File: src/hw/rtl/obb_pkg.sv
// ----------------------------------------------------------------------------
// obb_pkg
// Types, widths and codes shared by the oriented box overlap test.
// ----------------------------------------------------------------------------
package obb_pkg;

   localparam int CEN_W     = 24;
   localparam int HS_W      = 16;
   localparam int AX_W      = 16;
   localparam int VEC_W     = 48;
   localparam int KIND_W    = 2;
   localparam int CSR_IDX_W = 4;

   localparam int D_W    = 25;
   localparam int R_W    = 33;
   localparam int AR_W   = 32;
   localparam int T_W    = 42;
   localparam int TL_W   = 22;
   localparam int TH_W   = T_W - TL_W;
   localparam int PL_W   = TL_W + 1 + R_W;
   localparam int PH_W   = TH_W + R_W;
   localparam int P_W    = 74;
   localparam int PROJ_W = 76;
   localparam int RAD_W  = 50;
   localparam int LIM_W  = 64;
   localparam int CMP_W  = 77;
   localparam int N_TEST = 15;

   localparam int FACE_SHIFT = 28;
   localparam int PROJ_SHIFT = 14;

   localparam int NXT1 [3] = '{1, 2, 0};
   localparam int NXT2 [3] = '{2, 0, 1};

   localparam logic [KIND_W-1:0] KIND_NULL   = 2'd0;
   localparam logic [KIND_W-1:0] KIND_FINITE = 2'd1;
   localparam logic [KIND_W-1:0] KIND_INF    = 2'd2;
   localparam logic [KIND_W-1:0] KIND_BAD    = 2'd3;

   localparam logic [CSR_IDX_W-1:0] REG_CENTER_X = 4'd0;
   localparam logic [CSR_IDX_W-1:0] REG_CENTER_Y = 4'd1;
   localparam logic [CSR_IDX_W-1:0] REG_CENTER_Z = 4'd2;
   localparam logic [CSR_IDX_W-1:0] REG_HALF     = 4'd3;
   localparam logic [CSR_IDX_W-1:0] REG_AXIS_U   = 4'd4;
   localparam logic [CSR_IDX_W-1:0] REG_AXIS_V   = 4'd5;
   localparam logic [CSR_IDX_W-1:0] REG_AXIS_W   = 4'd6;
   localparam logic [CSR_IDX_W-1:0] REG_KIND     = 4'd7;

   // result class decided from the two kinds
   localparam logic [1:0] CLS_ZERO = 2'd0;
   localparam logic [1:0] CLS_ONE  = 2'd1;
   localparam logic [1:0] CLS_TEST = 2'd2;

   localparam logic [VEC_W-1:0] AXIS_U_RST = 48'h0000_0000_4000;
   localparam logic [VEC_W-1:0] AXIS_V_RST = 48'h0000_4000_0000;
   localparam logic [VEC_W-1:0] AXIS_W_RST = 48'h4000_0000_0000;

   typedef struct packed {
      logic signed [CEN_W-1:0] center_x;
      logic signed [CEN_W-1:0] center_y;
      logic signed [CEN_W-1:0] center_z;
      logic [VEC_W-1:0]        half_sizes;
      logic [VEC_W-1:0]        axis_u;
      logic [VEC_W-1:0]        axis_v;
      logic [VEC_W-1:0]        axis_w;
      logic [KIND_W-1:0]       kind;
   } obb_cfg_type;

   function automatic logic signed [AX_W-1:0] axis_comp(input logic [VEC_W-1:0] v,
                                                        input int k);
      return $signed(v[AX_W*k +: AX_W]);
   endfunction

   function automatic logic [HS_W-1:0] half_comp(input logic [VEC_W-1:0] v, input int k);
      return v[HS_W*k +: HS_W];
   endfunction

   function automatic logic [1:0] box_class(input logic [KIND_W-1:0] ka,
                                            input logic [KIND_W-1:0] kb);
      logic [1:0] cls;
      if (ka == KIND_NULL || ka == KIND_BAD || kb == KIND_NULL || kb == KIND_BAD) begin
         cls = CLS_ZERO;
      end else if (ka == KIND_INF || kb == KIND_INF) begin
         cls = CLS_ONE;
      end else begin
         cls = CLS_TEST;
      end
      return cls;
   endfunction

endpackage

File: src/hw/rtl/obb_csr_if.sv
// ----------------------------------------------------------------------------
// obb_csr_if
// Register write channel: index and data.
// ----------------------------------------------------------------------------
interface obb_csr_if;
   import obb_pkg::*;
   logic                 valid;
   logic                 ready;
   logic [CSR_IDX_W-1:0] index;
   logic [VEC_W-1:0]     data;
   modport source(output valid, index, data, input ready);
   modport sink(input valid, index, data, output ready);
endinterface

File: src/hw/rtl/obb_csr.sv
// ----------------------------------------------------------------------------
// obb_csr
// Reference box registers. Writes beyond the last index are dropped.
// ----------------------------------------------------------------------------
module obb_csr (
   input  logic               clock,
   input  logic               reset,
   obb_csr_if.sink            csr_chan,
   output obb_pkg::obb_cfg_type cfg
);
   import obb_pkg::*;

   obb_cfg_type cfg_ff;

   assign csr_chan.ready = 1'b1;
   assign cfg            = cfg_ff;

   always_ff @(posedge clock) begin
      if (reset) begin
         cfg_ff.center_x   <= '0;
         cfg_ff.center_y   <= '0;
         cfg_ff.center_z   <= '0;
         cfg_ff.half_sizes <= '0;
         cfg_ff.axis_u     <= AXIS_U_RST;
         cfg_ff.axis_v     <= AXIS_V_RST;
         cfg_ff.axis_w     <= AXIS_W_RST;
         cfg_ff.kind       <= KIND_NULL;
      end else if (csr_chan.valid) begin
         case (csr_chan.index)
            REG_CENTER_X: cfg_ff.center_x   <= $signed(csr_chan.data[CEN_W-1:0]);
            REG_CENTER_Y: cfg_ff.center_y   <= $signed(csr_chan.data[CEN_W-1:0]);
            REG_CENTER_Z: cfg_ff.center_z   <= $signed(csr_chan.data[CEN_W-1:0]);
            REG_HALF:     cfg_ff.half_sizes <= csr_chan.data;
            REG_AXIS_U:   cfg_ff.axis_u     <= csr_chan.data;
            REG_AXIS_V:   cfg_ff.axis_v     <= csr_chan.data;
            REG_AXIS_W:   cfg_ff.axis_w     <= csr_chan.data;
            REG_KIND:     cfg_ff.kind       <= csr_chan.data[KIND_W-1:0];
            default: begin
            end
         endcase
      end
   end

endmodule

File: src/flat_wrapper.sv
// flat-port wrapper written by rule: the top's interface ports become plain ports
module obb_csr_flat import obb_pkg::*;
  (clock, reset, cfg, csr_chan_valid, csr_chan_index, csr_chan_data, csr_chan_ready);
  obb_csr_if csr_chan_i ();
  input  logic clock;
  input  logic reset;
  output obb_pkg::obb_cfg_type cfg;
  input wire logic [$bits(csr_chan_i.valid)-1:0] csr_chan_valid;
  input wire logic [$bits(csr_chan_i.index)-1:0] csr_chan_index;
  input wire logic [$bits(csr_chan_i.data)-1:0] csr_chan_data;
  output wire logic [$bits(csr_chan_i.ready)-1:0] csr_chan_ready;
  assign csr_chan_i.valid = csr_chan_valid;
  assign csr_chan_i.index = csr_chan_index;
  assign csr_chan_i.data = csr_chan_data;
  assign csr_chan_ready = csr_chan_i.ready;
  obb_csr u_core (.clock(clock), .reset(reset), .csr_chan(csr_chan_i), .cfg(cfg));
endmodule
File: config.mk
export PLATFORM = sky130hd
export DESIGN_NAME = obb_csr_flat
export DESIGN_NICKNAME = d
export VERILOG_FILES = /design/src/hw/rtl/obb_pkg.sv /design/src/hw/rtl/obb_csr_if.sv /design/src/hw/rtl/obb_csr.sv /design/src/flat_wrapper.sv
export SDC_FILE = /design/constraint.sdc
export NUM_CORES = 1
export LEC_CHECK = 0
export BUFFER_PORTS_ARGS = -buffer_cell sky130_fd_sc_hd__buf_2
export CORE_MARGIN = 1.5
export CORE_UTILIZATION = 46
export DETAILED_ROUTE_END_ITERATION = 10
export GPL_TIMING_DRIVEN = 0
export HOLD_SLACK_MARGIN = 0.03
export PLACE_DENSITY_LB_ADDON = 0.05
export SLEW_MARGIN = 0
export SYNTH_ARGS = -nofsm -noshare
export SYNTH_HDL_FRONTEND = slang
export SYNTH_SLANG_ARGS = --single-unit
File: constraint.sdc
create_clock -name clock -period 1.4 [get_ports clock]
set_input_delay 0 -clock clock [delete_from_list [all_inputs] [get_ports clock]]
set_output_delay 0 -clock clock [all_outputs]
set_load 0.01 [all_outputs]
==> summary.txt <==
Outcome
  – Status: complete, no violations

Synth
  – Gate Count Post-Synth: 992
  – Post-synthesis mux area share: 21.09%
  – Largest family of logic cells by synthesized area: multiplexers
  – Syn_area_per_cell: 10.48 um^2
  – Synth Register Bits: 266
  – Cell Area, Synth: 10,390 um^2
  – Syn Nets: 1,047
  – Synth Area in Compound Gates: 4.527%
  – Post-synthesis simple-gate area fraction: 19.44%
  – Share of the synthesized area in the top cell type: 51.24%
  – Synth Area in XOR/XNOR: 0%
  – YS warnings: 0
  – Synth Area in Adders: 0%
  – Seq/Total Area, Yosys: 51.24%
  – Synth area leaders: dfxtp_1 51%, mux2i_1 21%, nand2b_1 16%, a21oi_1 2.3%, nand3_1 2.3%
  – Cell variety after synth: 22
  – Cell accounting for the most synthesized area: dfxtp_1

Route
  – # DRC: 0
  – Wire per inst: 18.88 um
  – WL final: 32,050 um
  – Initial drt markers: 397
  – Post-DRT Antenna Nets: 0
  – Drt pass-1 iters: 5
  – Vias: 8,602
  – Avg Vias per Cell: 5.069

Power
  – Peak VDD IR: 1068 uV
  – P_leak: 6.995 nW
  – Pwr dens: 1168 nW/um^2

STA
  – Final worst-path cycle share: 96.81%
  – Fmax: 737.8 MHz
  – Setup slack after layout: 0.04459 ns
  – Final setup vio count: 0
  – Worst Max-Slew Pin Slew: 0.6070 ns
  – Slew HR: 59.53%
  – RSZ-0062 raised after global routing: yes
  – Final max-slew violation count: 0
  – Hold Violations, Final: 0
  – Sum Neg Setup Slack: 0 ns
  – Clk_skew: 0 ns
  – Tmin final: 1.355 ns

Critical path
  – Worst Setup End Kind: flop
  – Worst path required time: 1.85 ns
  – Critical setup path kind: input pin to flop
  – Worst path max stage delay: 0.56 ns
  – Worst setup SP type: input pin
  – Slowest cell on crit path: dlygate4sd3_1
  – CP max FO: 10
  – Worst path arrival time: 1.81 ns
  – Worst-path cell chain: dlygate4sd3_1 -> buf_2 -> and3b_1 -> nand2_1 -> buf_4 -> buf_4 -> mux2i_1
  – Cell mode on critical path: buf_4

Job
  – MaxCap Viol Count: 0

Global routing
  – Vias in the first global route: 8,480
  – First-pass GRT wire length: 49,600 um
  – Initial antenna violation count: 2
  – Largest net degree at the start of global routing: 14
  – GRT overflow: 0
  – All-Layer GR Usage: 26.58%

Clocking
  – Worst-path clk slew: 0.06 ns
  – Sinks on Clock Net: 266
  – Root Buffer: clkbuf_16
  – H-tree levels: 1
  – Clk buf depth: 3
  – Clk_lat worst skew: 0.53 ns
  – TritonCTS buffer count: 28
  – CTS tree: built

Die
  – Die Ht: 153.3 um
  – Ports: 322
  – Die ar.: 23,500 um^2
  – Core Area: 22,030 um^2
  – Die width: 153.3 um
  – # rows: 54
  – Initial Util: 47.18%

Placed design
  – Pre-CTS WS: -0.2719 ns
  – PortBufs: 319
  – Post-DP Area: 12,340 um^2
  – Routability cong.: 0.8065
  – Final HPWL DP: 22,900 um

Finish
  – Commonest non-fill, non-tap cell in the layout: buf_2
  – Layout Nets: 1,449
  – Layout cells sized above 1: 28.60%
  – Area grow syn2layout: 32.71%
  – FILL cells: 1,921
  – Commonest cells after routing, fill and taps aside: 340 x buf_2, 266 x dfxtp_1, 265 x nand2b_1
  – Largest register FFs: 266
  – Final instance area: 13,790 um^2

Min path
  – Worst hold path type: input pin to flop
per-layer routing:
metal  vias to the layer above  GRT usage [%]  part of all wire, %
met1                      4078          33.74                   43
met5                         -              0                    0
met2                       331          44.13                   46
met3                        57          6.663                  7.2
li1                       4136              -                    -
met4                         0          8.824                  3.1
final timing paths:
kind / start / to / slack [ns] / depth (start not counted)
setup / recovery: csr_chan_valid / u_core.cfg[132]$_SDFFE_PP0P_ / 0.04 / 7
hold / removal: csr_chan_index[3] / u_core.cfg[253]$_SDFFE_PP0P_ / 0.06 / 4
setup reg to reg: u_core.cfg[62]$_SDFFE_PP0P_ / u_core.cfg[62]$_SDFFE_PP0P_ / 0.68 / 2
hold reg to reg: u_core.cfg[158]$_SDFFE_PP0P_ / u_core.cfg[158]$_SDFFE_PP0P_ / 0.47 / 2
logic make-up (layout without fill, tap and decap cells):
kind of cell	count (synthesis)	in the layout
muxes	219	219
and+or+nand+nor	334	334
other	1	2
buffers and inverters	78	502
AOI/OAI and AO/OA	94	94
DFF	266	266
stage by stage:
| step | power, mW | utilization (%) | hold WS (ns) | instances |
|---|---|---|---|---|
| global route | 16.62 | 62.62 | 0.06021 | 1697 |
| floorplan | 8.450 | - | 0.1477 | 992 |
| CTS | 16.22 | 62.53 | 0.05372 | 1695 |
| detailed placement | 8.897 | 56.02 | 0.2732 | 1591 |
| global placement | 8.891 | 56.02 | 0.2660 | 1591 |
| finish | 16.11 | 62.62 | 0.06341 | 1697 |
synthesized netlist by cell type, drive strengths merged:
| cell type | instances |
|---|---|
| a21oi | 47 |
| conb | 1 |
| buf | 34 |
| nor2 | 8 |
| nand2b | 265 |
| and3b | 2 |
| nand3b | 1 |
| dfxtp | 266 |
| nor3b | 1 |
| o21ai | 47 |
| nand2 | 5 |
| mux2i | 219 |
| nand4 | 2 |
| and2 | 2 |
| nand3 | 47 |
| clkbuf | 44 |
| nor2b | 1 |
power breakdown:
part	internal [mW]	switching (mW)	leakage, nW	total (mW)
Sequential	7.67	0.0499	2.15	7.72
Clock	4.27	3.00	0.451	7.26
Combinational	0.491	0.645	4.40	1.14
worst max-delay path, delay by kind of cell:
family,cells,cell delay (ns)
buffers and inverters,4,1.25
and+or+nand+nor,2,0.34
muxes,1,0.22
timing repair:
action | CTS | global route
buffers inserted | 0 | 0
hold endpoints to repair | 266 | 4
setup endpoints to repair | 0 | 45
resized for setup | 0 | 6
hold buffers | 52 | 1
cell type report:
type	count	area [um^2]	share of cell area, %
Buffer	78	385.4	2.794
Antenna cell	1	2.502	0.01814
Tap cell	280	350.3	2.540
Clock inverter	6	32.53	0.2359
Multi-Input combinational cell	648	4690	34.00
Sequential cell	266	5325	38.61
Clock buffer	46	879.6	6.378
Timing Repair Buffer	372	2127	15.42
Power figures use the tool's default switching activity.
